## src/rtl/tbss_pkg.sv

```systemverilog
// Shared types, constants and the arctangent table for the template bank step-size pipeline.
package tbss_pkg;

    localparam int CORDIC_STAGES = 16;

    localparam int MM_W       = 16;
    localparam int N_W        = MM_W + 2;
    localparam int G_W        = 32;
    localparam int Q1_W       = N_W + G_W;
    localparam int SQ_STEPS   = Q1_W / 2;
    localparam int ROOT_W     = SQ_STEPS;
    localparam int SQ_REM_W   = ROOT_W + 3;
    localparam int D_W        = 32;
    localparam int TILT_W     = 16;
    localparam int MAG_SHIFT  = 17;
    localparam int ANG_W      = 35;
    localparam int VXY_W      = 36;
    localparam int RXY_W      = 33;
    localparam int DIV2_STEPS = 32;
    localparam int PROD_W     = 64;
    localparam int FRAC_SHIFT = 30;
    localparam int AXIS_LAT   = Q1_W + SQ_STEPS;

    localparam logic [MM_W:0]               MM_ONE      = 17'h10000;
    localparam logic [MM_W-1:0]             MM_RESET    = 16'd62259;
    localparam logic [D_W-1:0]              MAX32       = 32'hFFFF_FFFF;
    localparam logic signed [ANG_W-1:0]     PI_Q30      = 35'sd3373259426;
    localparam logic signed [ANG_W-1:0]     HALF_PI_Q30 = 35'sd1686629713;
    localparam logic signed [RXY_W-1:0]     CORDIC_GAIN = 33'sd652032874;

    typedef struct packed {
        logic [G_W-1:0]           metric_g00;
        logic [G_W-1:0]           metric_g11;
        logic signed [TILT_W-1:0] tilt_angle;
    } metric_t;

    typedef struct packed {
        logic [D_W-1:0] step_x0;
        logic [D_W-1:0] step_x1;
        logic           sine_branch;
        logic           saturated;
    } step_t;

    typedef struct packed {
        logic valid;
        logic sat;
    } ctl_t;

    function automatic logic signed [ANG_W-1:0] atan_entry(input int i);
        logic signed [ANG_W-1:0] v;
        case (i)
            0:       v = 35'sd843314857;
            1:       v = 35'sd497837829;
            2:       v = 35'sd263043837;
            3:       v = 35'sd133525159;
            4:       v = 35'sd67021687;
            5:       v = 35'sd33543516;
            6:       v = 35'sd16775851;
            7:       v = 35'sd8388437;
            8:       v = 35'sd4194283;
            9:       v = 35'sd2097149;
            default: v = (i > 40) ? '0 : ANG_W'(64'd1073741824 >> i);
        endcase
        return v;
    endfunction

endpackage

```

## src/rtl/tbss_rotate.sv

```systemverilog
// CORDIC rotation pipeline: sine and cosine of the tilt magnitude with quadrant reduction.
module tbss_rotate (
    input  logic                              clk,
    input  logic signed [tbss_pkg::ANG_W-1:0] mag,
    output logic signed [tbss_pkg::ANG_W-1:0] mag_out,
    output logic signed [tbss_pkg::RXY_W-1:0] sin_val,
    output logic signed [tbss_pkg::RXY_W-1:0] cos_val
);
    import tbss_pkg::*;

    typedef struct packed {
        logic signed [ANG_W-1:0] mag;
        logic                    sneg;
        logic                    cneg;
        logic signed [RXY_W-1:0] x;
        logic signed [RXY_W-1:0] y;
        logic signed [ANG_W-1:0] r;
    } rot_st_t;

    rot_st_t rot_in;
    rot_st_t rot_reg [0:CORDIC_STAGES-1];
    rot_st_t last;

    always_comb
    begin
        rot_in.mag  = mag;
        rot_in.x    = CORDIC_GAIN;
        rot_in.y    = '0;
        rot_in.sneg = 1'b0;
        rot_in.cneg = 1'b0;
        rot_in.r    = mag;
        if (mag > PI_Q30)
        begin
            rot_in.r    = mag - PI_Q30;
            rot_in.sneg = 1'b1;
            rot_in.cneg = 1'b1;
        end
        else if (mag > HALF_PI_Q30)
        begin
            rot_in.r    = PI_Q30 - mag;
            rot_in.cneg = 1'b1;
        end
    end

    for (genvar k = 0; k < CORDIC_STAGES; k++)
    begin : g_stage
        rot_st_t                 src;
        rot_st_t                 st_next;
        logic signed [RXY_W-1:0] xs;
        logic signed [RXY_W-1:0] ys;
        logic signed [ANG_W-1:0] at;

        if (k == 0)
        begin : g_src
            assign src = rot_in;
        end
        else
        begin : g_src
            assign src = rot_reg[k-1];
        end

        always_comb
        begin
            xs      = $signed(src.x) >>> k;
            ys      = $signed(src.y) >>> k;
            at      = atan_entry(k);
            st_next = src;
            if (!src.r[ANG_W-1])
            begin
                st_next.x = src.x - ys;
                st_next.y = src.y + xs;
                st_next.r = src.r - at;
            end
            else
            begin
                st_next.x = src.x + ys;
                st_next.y = src.y - xs;
                st_next.r = src.r + at;
            end
        end

        always_ff @(posedge clk)
        begin
            rot_reg[k] <= st_next;
        end
    end

    assign last    = rot_reg[CORDIC_STAGES-1];
    assign mag_out = last.mag;
    assign sin_val = last.sneg ? -last.y : last.y;
    assign cos_val = last.cneg ? -last.x : last.x;

endmodule

```

## config.mk

```make
export PLATFORM = sky130hd
export DESIGN_NAME = tbss_rotate
export DESIGN_NICKNAME = d
export VERILOG_FILES = /design/src/rtl/tbss_pkg.sv /design/src/rtl/tbss_rotate.sv
export SDC_FILE = /design/constraint.sdc
export NUM_CORES = 2
export LEC_CHECK = 0
export BUFFER_PORTS_ARGS = -buffer_cell sky130_fd_sc_hd__buf_2
export CAP_MARGIN = 20
export CORE_MARGIN = 1.5
export CORE_UTILIZATION = 44
export DETAILED_ROUTE_END_ITERATION = 7
export SYNTH_ARGS = -nofsm -noshare
export SYNTH_HDL_FRONTEND = slang
export SYNTH_SLANG_ARGS = --single-unit
```

## constraint.sdc

```tcl
create_clock -name clk -period 10.2 [get_ports clk]
set_input_delay 2.04 -clock clk [delete_from_list [all_inputs] [get_ports clk]]
set_output_delay 2.04 -clock clk [all_outputs]
set_load 0.1 [all_outputs]
```

======== After elaboration in Yosys (flattened, before gate mapping) ========
Memory sizes are Yosys's and may differ from the RTL's.
Index checks and enable logic that the tools add are counted.
operators by class
  add/subtract/negate cells ............... 96
  $lt $le $gt $ge ......................... 2
  mux-type cells .......................... 23
operators by type and width
  operator                                                                number
  101-bit two-way mux                                                     15
  35-bit by 22-bit adder with 35-bit output (second input constant)       2
  35-bit two-way mux                                                      2
  35-bit by 22-bit subtractor with 35-bit output (second input constant)  2
  68-bit two-way mux                                                      1
  33-bit by 18-bit adder with 33-bit output                               2
  33-bit by 19-bit adder with 33-bit output                               2
  33-bit by 20-bit adder with 33-bit output                               2
  33-bit by 21-bit adder with 33-bit output                               2
  33-bit by 22-bit adder with 33-bit output                               2
  33-bit by 23-bit adder with 33-bit output                               2
  33-bit by 24-bit adder with 33-bit output                               2
  33-bit by 25-bit adder with 33-bit output                               2
  33-bit by 26-bit adder with 33-bit output                               2
  33-bit by 27-bit adder with 33-bit output                               2
  33-bit by 28-bit adder with 33-bit output                               2
  33-bit by 29-bit adder with 33-bit output                               2
  33-bit by 30-bit adder with 33-bit output                               2
  33-bit by 31-bit adder with 33-bit output                               2
  33-bit by 32-bit adder with 33-bit output                               2
  33-bit two-way mux                                                      2
  33-bit negator                                                          2
  33-bit by 18-bit subtractor with 33-bit output                          2
  33-bit by 19-bit subtractor with 33-bit output                          2
  46 further kinds                                                        61
storage, ports and cells
  register bits ........................... 0
  memory bits (writable) .................. 2208
  input port bits ......................... 36
  output and inout port bits .............. 101
  word-level logic and storage cells ...... 122
  memories kept ........................... 1
memories
  name     depth  bits a word  rd ports  clocked after Yosys merged registers in  write ports  RTL line           source
  rot_reg  16     138          16        0                                        16           tbss_rotate.sv:21  rot_st_t rot_reg [0:CORDIC_STAGES-1];

======== Logic depth before layout (Yosys ltp) ========
  word-level depth ........................ 5
  mapped depth ............................ 25
  mapped depth without buffers ............ 23

======== Least setup slack after synthesis ========
Ideal clock, no wire load.
  path kind ............................... input port to flip-flop
  from .................................... input mag[2] in the netlist's numbering
  to ...................................... memory rot_reg[0][22] in the netlist's numbering
  setup time .............................. 120 ps
  data arrival time ....................... 7759 ps
  data required time ...................... 10080 ps
  setup slack ............................. 2321 ps
  stages .................................. 24
  path buffers ............................ 1
  cells stage by stage .................... clkbuf_1 -> inv_1 -> ha_1 -> or3b_2 -> a21oi_1 -> o21ai_0 -> nand4bb_1 -> a31oi_1 -> o31ai_4 -> inv_2 -> o21ai_0 -> nor3_1 -> nor3_1 -> ha_1 -> nor2b_1 -> o21a_1 -> o41ai_1 -> a21oi_1 -> a41oi_1 -> o21ai_0 -> a21oi_1 -> nor2b_1 -> o41a_1 -> xor2_1
RTL lines
  item             RTL line           source
  start, declared  tbss_rotate.sv:4   input logic signed [tbss_pkg::ANG_W-1:0] mag,
  end, declared    tbss_rotate.sv:21

==> flow_summary.toml <==
[status]
status = "finished, violations left"
violations = "DRC"

[yosys]
synth_area_leaders = "dfxtp_1 (34%), ha_1 (14%), xnor2_1 (9.1%)"
synth-seq-cells = 1969
synth_top_area_share = 0.3354
synth-seq-area-share = 0.3354
synth_top_flop_cell = "dfxtp_1"
synth_cell_types = 91
synthArstFlopShare = 0
synth_common_cells = "dfxtp_1 (1969), a21oi_1 (1421), ha_1 (1338)"
synth_area_um2 = 117500
synth_edf_count = 0
netlist_instances = 13200
synth.most_common_cell = "dfxtp_1"
synth.largest_area_cell = "dfxtp_1"
syn_nets = 14620
ys_warn_count = 0
avgSynthCellArea_um2 = 8.906

[timing]
finClkSkew_ns = 0.09344
rsz0062_at_grt = "no"
hold_viol = 0
max_slew.worst_pin.slew_ns = 1.164
setup_viol = 0
slew_headroom = 0.2037
setup_tns_ns = 0
drv_slew = 0
min_period_over_period = 0.7370
period_minus_slack_ns = 7.517
fmax_mhz = 133.0

[global_routing]
grt_use_total = 0.2092
grt_pass1_vias = 87340
grt_max_degree = 79
grt_first_pass_wirelength_um = 465800
overflow = 0
grt_antenna_before_repair = 7

[cells_and_area]
drive_above_1_share = 0.05380
multi_input_area_um2 = 75010
largest_reg_flops = 1969
num-nets-final = 14770
areaGrowthSynthToFinish_pct = 10.20
design_area_um2 = 129500
fillers = 25460
seqCellArea_um2 = 39440

[critical_path]
critical-path-max-stage-delay_ns = 0.70
cp.arrival_ns = 8.29
start_kind = "primary input"
cp.required_ns = 10.97
path_common_cell = "a21oi_1"
path_class = "in2reg"
crit_fanout = 15
cpMaxStageDelayCell = "nor3_2"
critPathCaptureType = "flip-flop"

[placed_design]
dpl.hpwl_um = 231000
port_buffers = 136
post_dp_cell_area_um2 = 122000
routabilityCongestion = 0.9030

[clock_tree]
cts_setup_buffers = 0
cts_buffers = 207
cts_tree = "done"
htreeDepth = 4
cts_hold_buf = 0
cts.clk_slew.worst_paths_ns = 0.06
cts_root_buf = "clkbuf_16"
worstSkewPairLatency_ns = 0.92
clock_sinks = 1969
post_cts_resized = 0
clockBufferDepth = 3

[floorplanning]
start_util = 0.4430
fp.dieH_um = 519.9
die_area_um2 = 270200
pin_count = 137
fp-row-count = 189
coreArea_um2 = 265300
dieWidth_um = 519.9

[drt]
viasPerCell = 5.416
wl_per_cell_um = 17.07
drc = 18
wirelength_um = 291300
drtIter0Drc = 5708
antenna_left = 0
first_pass_iters = 7
num_vias = 92440

[worst_hold_path]
hp-class = "reg2reg"

[flow_run]
cap_violations = 0
-- per-stage QoR --
step / hold WS [ns] / utilization / worst slack, ns / std cells
CTS: 0.2968 / 0.4881 / 2.902 / 17060
floorplan: 0.3096 / - / 2.321 / 13200
global placement: 0.3096 / 0.4596 / 1.902 / 16680
global route: 0.2990 / 0.4882 / 2.236 / 17070
detailed placement: 0.3121 / 0.4596 / 1.905 / 16680
finish: 0.2913 / 0.4882 / 2.683 / 17070
-- final timing paths --
path | start | endpoint | slack [ns] | depth (start not counted)
setup / recovery | mag[1] | rot_reg[0][28] | 2.68 | 25
hold / removal | rot_reg[1][103] | rot_reg[1][241] | 0.29 | 0
setup reg to reg | rot_reg[0][870] | rot_reg[0][1065] | 4.60 | 18
hold reg to reg | rot_reg[1][103] | rot_reg[1][241] | 0.29 | 0
-- cell type report --
| class | instances | share of cell area |
|---|---|---|
| diodes | 4 | 0.00007728 |
| clock buffers | 287 | 0.04657 |
| clock inverters | 100 | 0.01172 |
| inverters | 563 | 0.01632 |
| multi-input cells | 10440 | 0.5791 |
| flip-flops and latches | 1969 | 0.3045 |
| well taps | 3533 | 0.03413 |
| repair buffers | 176 | 0.007593 |
-- cells by family after synthesis --
group                      synth area share
AOI/OAI and AO/OA                    0.2023
xor gates and xnor gates             0.1370
adders and majority gates            0.1498
buffers and inverters               0.02651
DFF                                  0.3354
muxes                              0.009932
and+or+nand+nor                      0.1392
-- critical path: cells and delay by family --
family,cells,cell delay (ns)
buffers and inverters,4,0.81
adders and majority gates,2,0.63
AOI/OAI and AO/OA,14,3.66
and+or+nand+nor,5,1.13
-- routing by layer --
metal  vias up  GRT usage  wire, um
met3       358    0.02425     11350
li1      47670          -         -
met4         0    0.05409      6721
met1     42850     0.2825    139000
met2      1557     0.3521    134300
met5         -          0         0
-- layout by cell type (no fill, tap or decap), drive strengths merged, types with 142 or more instances in the layout --
cell type	n
ha	1338
nand3	201
inv	571
nor2b	171
xnor2	1217
nand2	543
o21bai	173
a21o	580
o21ai	548
xor2	621
a21oi	1421
nor2	1151
nor3	379
buf	174
clkbuf	288
o21a	168
a31oi	142
dfxtp	1969
Power is not shown: default switching activity piles up to over one toggle a cycle in this logic, so the estimate is an artifact.
